==> config.mk <==
export PLATFORM = sky130hd
export DESIGN_NAME = bgh_index
export DESIGN_NICKNAME = d
export VERILOG_FILES = /design/src/rtl/core/bgh_pkg.sv /design/src/rtl/core/bgh_index.sv
export SDC_FILE = /design/constraint.sdc
export NUM_CORES = 1
export LEC_CHECK = 0
export BUFFER_PORTS_ARGS = -buffer_cell sky130_fd_sc_hd__buf_2
export CAP_MARGIN = 20
export CORE_ASPECT_RATIO = 1.2
export CORE_UTILIZATION = 40
export DETAILED_ROUTE_END_ITERATION = 8
export PLACE_DENSITY = 0.73
export SYNTH_ARGS = -nofsm -noshare
export SYNTH_HDL_FRONTEND = slang
export SYNTH_SLANG_ARGS = --single-unit
==> constraint.sdc <==
create_clock -name vclk -period 5.7
set_clock_uncertainty 0.2 [all_clocks]
set_input_delay 0.285 -clock vclk [all_inputs]
set_output_delay 0.285 -clock vclk [all_outputs]
set_load 0.05 [all_outputs]
==> src/rtl/core/bgh_pkg.sv <==
// Shared types, register codes and a counter helper for the hybrid branch predictor.
// No dependencies.
package bgh_pkg;

  // Predictor modes; the fourth code behaves as bimodal
  localparam logic [1:0] MODE_BIMODAL = 2'd0;
  localparam logic [1:0] MODE_GSHARE  = 2'd1;
  localparam logic [1:0] MODE_HYBRID  = 2'd2;

  // Configuration register indexes
  localparam int unsigned CFG_IDX_W = 3;
  localparam logic [CFG_IDX_W-1:0] CFG_MODE        = 3'd0;
  localparam logic [CFG_IDX_W-1:0] CFG_GSHARE_BITS = 3'd1;
  localparam logic [CFG_IDX_W-1:0] CFG_HIST_BITS   = 3'd2;
  localparam logic [CFG_IDX_W-1:0] CFG_BIMOD_BITS  = 3'd3;
  localparam logic [CFG_IDX_W-1:0] CFG_CHOOSE_BITS = 3'd4;

  localparam int unsigned HIST_W = 16;

  // Counter reset values
  localparam logic [1:0] GSHARE_INIT  = 2'd1;
  localparam logic [1:0] BIMODAL_INIT = 2'd2;
  localparam logic [1:0] CHOOSER_INIT = 2'd1;

  typedef struct packed {
    logic [1:0] mode;
    logic [4:0] gshare_index_bits;
    logic [4:0] history_bits;
    logic [4:0] bimodal_index_bits;
    logic [4:0] chooser_index_bits;
  } cfg_t;

  localparam cfg_t CFG_RESET = '{
    mode:               MODE_BIMODAL,
    gshare_index_bits:  5'd10,
    history_bits:       5'd8,
    bimodal_index_bits: 5'd10,
    chooser_index_bits: 5'd8
  };

  typedef struct packed {
    logic [31:0] branch_address;
    logic        taken;
  } branch_t;

  typedef struct packed {
    logic        predicted_taken;
    logic        mispredicted;
    logic [31:0] prediction_total;
    logic [31:0] misprediction_total;
  } result_t;

  // 2-bit saturating counter step
  function automatic logic [1:0] train_ctr(input logic [1:0] c, input logic t);
    logic [1:0] r;
    r = c;
    if (t) begin
      if (c != 2'd3) r = c + 2'd1;
    end else begin
      if (c != 2'd0) r = c - 2'd1;
    end
    return r;
  endfunction

endpackage

==> src/rtl/core/bgh_index.sv <==
// Table index generation and global history shift for the hybrid predictor.
// Depends on bgh_pkg.
module bgh_index
  import bgh_pkg::*;
#(
  parameter int unsigned GMAX = 16,
  parameter int unsigned BMAX = 16,
  parameter int unsigned CMAX = 16
) (
  input  cfg_t              cfg,
  input  logic [29:0]       word,
  input  logic [HIST_W-1:0] hist,
  input  logic              taken,
  output logic [GMAX-1:0]   gidx,
  output logic [BMAX-1:0]   bidx,
  output logic [CMAX-1:0]   cidx,
  output logic [HIST_W-1:0] hist_next
);

  logic [4:0]        gm, bm, cm, hn, hn_g, sh;
  logic [HIST_W:0]   hmask_w, tbit_w;
  logic [HIST_W-1:0] hmask, hist_m;
  logic [GMAX:0]     gmask_w;
  logic [BMAX:0]     bmask_w;
  logic [CMAX:0]     cmask_w;
  logic [47:0]       hx, gw;

  always_comb begin
    // clamp widths to table sizes
    gm = (cfg.gshare_index_bits  > 5'(GMAX)) ? 5'(GMAX) : cfg.gshare_index_bits;
    bm = (cfg.bimodal_index_bits > 5'(BMAX)) ? 5'(BMAX) : cfg.bimodal_index_bits;
    cm = (cfg.chooser_index_bits > 5'(CMAX)) ? 5'(CMAX) : cfg.chooser_index_bits;
    hn_g = (cfg.history_bits > gm) ? gm : cfg.history_bits;
    hn   = (hn_g > 5'(HIST_W)) ? 5'(HIST_W) : hn_g;
    sh   = gm - hn;

    hmask_w = ((HIST_W+1)'(1) << hn) - (HIST_W+1)'(1);
    hmask   = hmask_w[HIST_W-1:0];
    hist_m  = hist & hmask;

    gmask_w = ((GMAX+1)'(1) << gm) - (GMAX+1)'(1);
    bmask_w = ((BMAX+1)'(1) << bm) - (BMAX+1)'(1);
    cmask_w = ((CMAX+1)'(1) << cm) - (CMAX+1)'(1);

    hx   = 48'(hist_m) << sh;
    gw   = 48'(word) ^ hx;
    gidx = gw[GMAX-1:0] & gmask_w[GMAX-1:0];
    bidx = word[BMAX-1:0] & bmask_w[BMAX-1:0];
    cidx = word[CMAX-1:0] & cmask_w[CMAX-1:0];

    // outcome enters at bit hn-1; nothing enters when hn is zero
    tbit_w    = ((HIST_W+1)'(taken) << hn) >> 1;
    hist_next = ((hist_m >> 1) | tbit_w[HIST_W-1:0]) & hmask;
  end

endmodule

# ---- After elaboration in Yosys (flattened, before gate mapping)
# Cells that the tools add are included.
# Widths: inputs -> output; s select.
dict set report word_totals {
  input_bits 69
  elab_cells 28
  reg_bits 0
}
dict set report op_classes {
  n_lt_le_gt_ge 5
  n_shift 6
  mux 5
  n_addsub 5
  n_bitwise 7
}
# operator count
set ops {}
lappend ops {{$and 16x16->16} 5}
lappend ops {{$shl 1x5->16 const A} 4}
lappend ops {{$sub 16x2->16 const B} 4}
lappend ops {{$mux 5} 5}
lappend ops {{$gt 5x5->1 const B} 4}
lappend ops {{$shl 1x5->17} 1}
lappend ops {{$or 15x16->16} 1}
lappend ops {{$shl 16x5->16} 1}
lappend ops {{$xor 16x16->16} 1}
lappend ops {{$gt 5x5->1} 1}
lappend ops {{$sub 5x5->5} 1}

# ---- Depth between registers and ports, before layout
dict set report logic_depth {
  depth_word 12
  depth_mapped 26
  mapped_depth_nobuf 22
}

# ---- Worst setup path after synthesis
# Ideal clock, no wire load.
dict set report synth_timing {
  path_type {input -> output}
  startpoint {input port cfg[17] (netlist bit)}
  endpoint {output port gidx[14]}
  path_stages 24
  path_buffers 5
  arrival_time_ps 6463
  path_slack_ps -1248
  cell_sequence {clkbuf_1 nor2b_1 inv_1 ha_1 a21oi_1 o22a_1 buf_2 buf_2 a21oi_1 nor2_1 clkbuf_1 nand2b_1 clkbuf_1 nor2_1 o311ai_0 ha_1 nor2_1 nand3_1 a311o_1 o22ai_1 o2bb2ai_1 a222oi_1 a21oi_1 o41ai_1}
}
dict set report synth_between {
  elab_chain_len 12
  elab_cells_between_ends 15
  classes_between {add/sub: 3; order compare: 3; shift: 3; mux: 3; bitwise: 3}
}
# item line
set synth_lines {}
lappend synth_lines {{from (decl)} bgh_index.sv:10} ;# input cfg_t cfg,
lappend synth_lines {{$gt 5x5->1} bgh_index.sv:30} ;# gm = (cfg.gshare_index_bits > 5'(GMAX)) ? 5'(GMAX) : cfg.gshare_index_bits;
lappend synth_lines {{$mux 5 *} bgh_index.sv:30}
lappend synth_lines {{$gt 5x5->1} bgh_index.sv:33} ;# hn_g = (cfg.history_bits > gm) ? gm : cfg.history_bits;
lappend synth_lines {{$mux 5} bgh_index.sv:33}
lappend synth_lines {{$gt 5x5->1} bgh_index.sv:34} ;# hn = (hn_g > 5'(HIST_W)) ? 5'(HIST_W) : hn_g;
lappend synth_lines {{$mux 5} bgh_index.sv:34}
lappend synth_lines {{$shl 1x5->16} bgh_index.sv:37} ;# hmask_w = ((HIST_W+1)'(1) << hn) - (HIST_W+1)'(1);
lappend synth_lines {{$sub 16x2->16} bgh_index.sv:37}
lappend synth_lines {{$and 16x16->16} bgh_index.sv:39} ;# hist_m = hist & hmask;
lappend synth_lines {{$shl 16x5->16} bgh_index.sv:45} ;# hx = 48'(hist_m) << sh;
lappend synth_lines {{$xor 16x16->16} bgh_index.sv:46} ;# gw = 48'(word) ^ hx;
lappend synth_lines {{$and 16x16->16 *} bgh_index.sv:47} ;# gidx = gw[GMAX-1:0] & gmask_w[GMAX-1:0];
lappend synth_lines {{to (decl)} bgh_index.sv:14} ;# output logic [GMAX-1:0] gidx,
# Every way passes the cells marked *; elsewhere a longest branch is shown, timed or not.

# ---- Worst setup path in the final report
dict set report layout_timing {
  startpoint {input port cfg[19] (netlist bit)}
  endpoint {output port gidx[12]}
}
# Same word-level chain as after synthesis.

==> results_dict.tcl <==
set metrics [dict create \
    hpwl_mm 15.01 \
    synth.distinct_cells 74 \
    whs_endpoint "bidx[9]" \
    tightest_slew_ns 0.7110 \
    core_area_sq_um 9034 \
    diodes 0 \
    synthTopCellsByArea "a21oi_1 7.3%, nand2_1 6.9%, nor2_1 5.8%" \
    worst-setup-path-type "input pin to output pin" \
    hold_violations 0 \
    status "complete, no violations" \
    seq_cells 0 \
    ys_seq_area_frac 0 \
    drt.antenna.violating_nets 0 \
    grt_pass1_wl_mm 28.50 \
    peakVddDrop_uv 125.7 \
    min_period_ns 5.561 \
    met3_usage 0.03743 \
    synthesis.nets 701 \
    drt_iter0_markers 496 \
    grtUsageMet2 0.6641 \
    final_cell_mix "112 x buf_2, 95 x buf_4, 67 x nand2_1, 55 x nor2_1, 49 x a21oi_1" \
    drive_gt1_frac 0.3291 \
    synth_top_family_by_area "compound AO/OA/AOI/OAI gates" \
    leakage_nw 2.278 \
    avgSynthCellArea_sq_um 6.027 \
    vias 5895 \
    start_kind "input pin" \
    relSlewSlack 0.5124 \
    yosysTopAreaCellShare 0.07256 \
    io-pin-count 133 \
    hp-class "input pin to output pin" \
    drc 0 \
    antenna_found_initial 0 \
    grt_busiest_layer "met2" \
    yosys.area.top_type "a21oi_1" \
    hold_path_depth 3 \
    final_util 0.5787 \
    layout_commonest_cell "buf_2" \
    gr-total-overflow 0 \
    multi_input_area_sq_um 3643 \
    fin_crit_sh 0.9755 \
    grt_max_degree 29 \
    dr.pass1.iters 6 \
    critPathRequiredTime_ns 5.22 \
    use_met1 0.4185 \
    max_cap_violations 0 \
    synth_compound_area_frac 0.4410 \
    postCtsHoldBufs 0 \
    grt_pass1_vias 5533 \
    syn-cell-area_sq_um 3725 \
    fmax_mhz 179.8 \
    routed_wl_mm 18.53 \
    rows 38 \
    die_h_um 107.7 \
    hp-start "word[9]" \
    cp-end-kind "output pin" \
    synthAdderAreaFrac 0.04904 \
    finalSetupViolCount 0 \
    yosysWarnings 0 \
    power.density_nw_per_um2 245.6 \
    nNetsFinal 872 \
    syn2layout_area_growth_pct 40.34 \
    critPathArrivalTime_ns 5.08 \
    port_buffers 117 \
    grt_usage 0.3658 \
    routabilityCongestion 1.043 \
    synthSimpleGateAreaFrac 0.3561 \
    num-clock-buffers 0 \
    wire_per_inst_um 20.43 \
    fill_cells 913 \
    final_max_slew_viol_count 0 \
    die_w_um 90.09 \
    seqCellArea_sq_um 0 \
    yosys.area_share.xor_xnor 0.04703 \
    synth_mux_area_frac 0.03997 \
    start_util 0.4123 \
    cp_max_fo 5 \
    syn_inst 618 \
    power_mw 1.284 \
    vias_per_cell 6.499 \
    die_area_sq_um 9704 \
]
[layout make-up]
type,count,area share
multi-input combinational,553,0.6970
tap,120,0.02872
inverter,21,0.01580
timing repair buffer,213,0.2585
[worst max-delay path by stage]
stage | start | endpoint | cells past startpoint
floorplan | cfg[19] | gidx[13] | 23
global placement | cfg[19] | gidx[12] | 22
detailed placement | cfg[19] | gidx[12] | 22
CTS | cfg[19] | gidx[14] | 24
global route | cfg[19] | gidx[14] | 25
finish | cfg[19] | gidx[12] | 23
[kinds of logic (layout without fill, tap and decap cells)]
group | count (synthesis) | count (layout)
multiplexers | 13 | 13
adder cells (fa/ha/maj) | 14 | 14
XOR/XNOR | 20 | 20
AND/OR/NAND/NOR | 266 | 266
buffers and inverters | 65 | 234
AO/OA/AOI/OAI | 240 | 240
[worst max-delay path, cell delays in order]
cell	delay, ns
buf_2	0.15
clkinvlp_4	0.13
nand2_1	0.09
ha_1	0.33
nand4_2	0.13
o22a_2	0.25
a2111oi_4	0.37
buf_4	0.17
a221oi_2	0.04
or3_4	0.38
ha_2	0.22
buf_4	0.15
inv_1	0.11
a2111oi_2	0.05
a31oi_1	0.33
o22ai_2	0.15
buf_4	0.17
o2bb2ai_1	0.23
a22oi_1	0.15
o311ai_1	0.56
o21ai_0	0.19
a21boi_2	0.19
buf_4	0.22
[synthesized netlist by cell type (5+ instances only)]
| cell | number |
|---|---|
| a211oi_1 | 11 |
| a21boi_0 | 14 |
| a21o_1 | 6 |
| a21oi_1 | 54 |
| a22oi_1 | 8 |
| a31oi_1 | 8 |
| and2_1 | 14 |
| and3_1 | 5 |
| clkbuf_1 | 39 |
| ha_1 | 13 |
| inv_1 | 19 |
| mux2_2 | 5 |
| mux2i_1 | 7 |
| nand2_1 | 68 |
| nand2b_1 | 6 |
| nand3_1 | 22 |
| nand4_1 | 8 |
| nor2_1 | 58 |
| nor2b_1 | 22 |
| nor3_1 | 31 |
| nor4_1 | 5 |
| o211ai_1 | 15 |
| o21ai_0 | 43 |
| o31ai_1 | 7 |
| or2_2 | 5 |
| or3_1 | 7 |
| xnor2_1 | 12 |
| xor2_1 | 8 |
[what timing repair did]
item,in CTS,in global routing
setup endpoints to repair,5,12
gates cloned,0,0
gates resized for setup,7,23
hold endpoints to repair,0,0
pin swaps,1,5
setup buffers,1,7
[through the flow]
| step | setup WS [ns] | hold WS [ns] | TNS [ns] | std cells | area, sq um |
|---|---|---|---|---|---|
| after floorplan | 0.03409 | 0.5910 | 0 | 618 | 3797 |
| after global placement | -0.09722 | 0.7943 | -0.1683 | 899 | 5029 |
| after detailed placement | -0.1447 | 0.7923 | -0.3789 | 899 | 5029 |
| after CTS | 0.02445 | 0.7966 | 0 | 900 | 5065 |
| after global routing | -0.01357 | 0.8152 | -0.02155 | 907 | 5228 |
| final | 0.1394 | 0.7987 | 0 | 907 | 5228 |
[report_power, final]
group / internal (mW) / switching, mW / total [mW]
combinational: 0.440 / 0.844 / 1.28
sequential: 0 / 0 / 0
clock: 0 / 0 / 0
[routing by layer]
metal	part of all wire	up-vias	wire length, um
li1	-	2688	-
met1	0.37	2748	6852
met2	0.48	381	8982
met3	0.082	78	1523
met4	0.063	0	1173
met5	0	-	0
No activity file was read; power rests on OpenSTA's default activity.
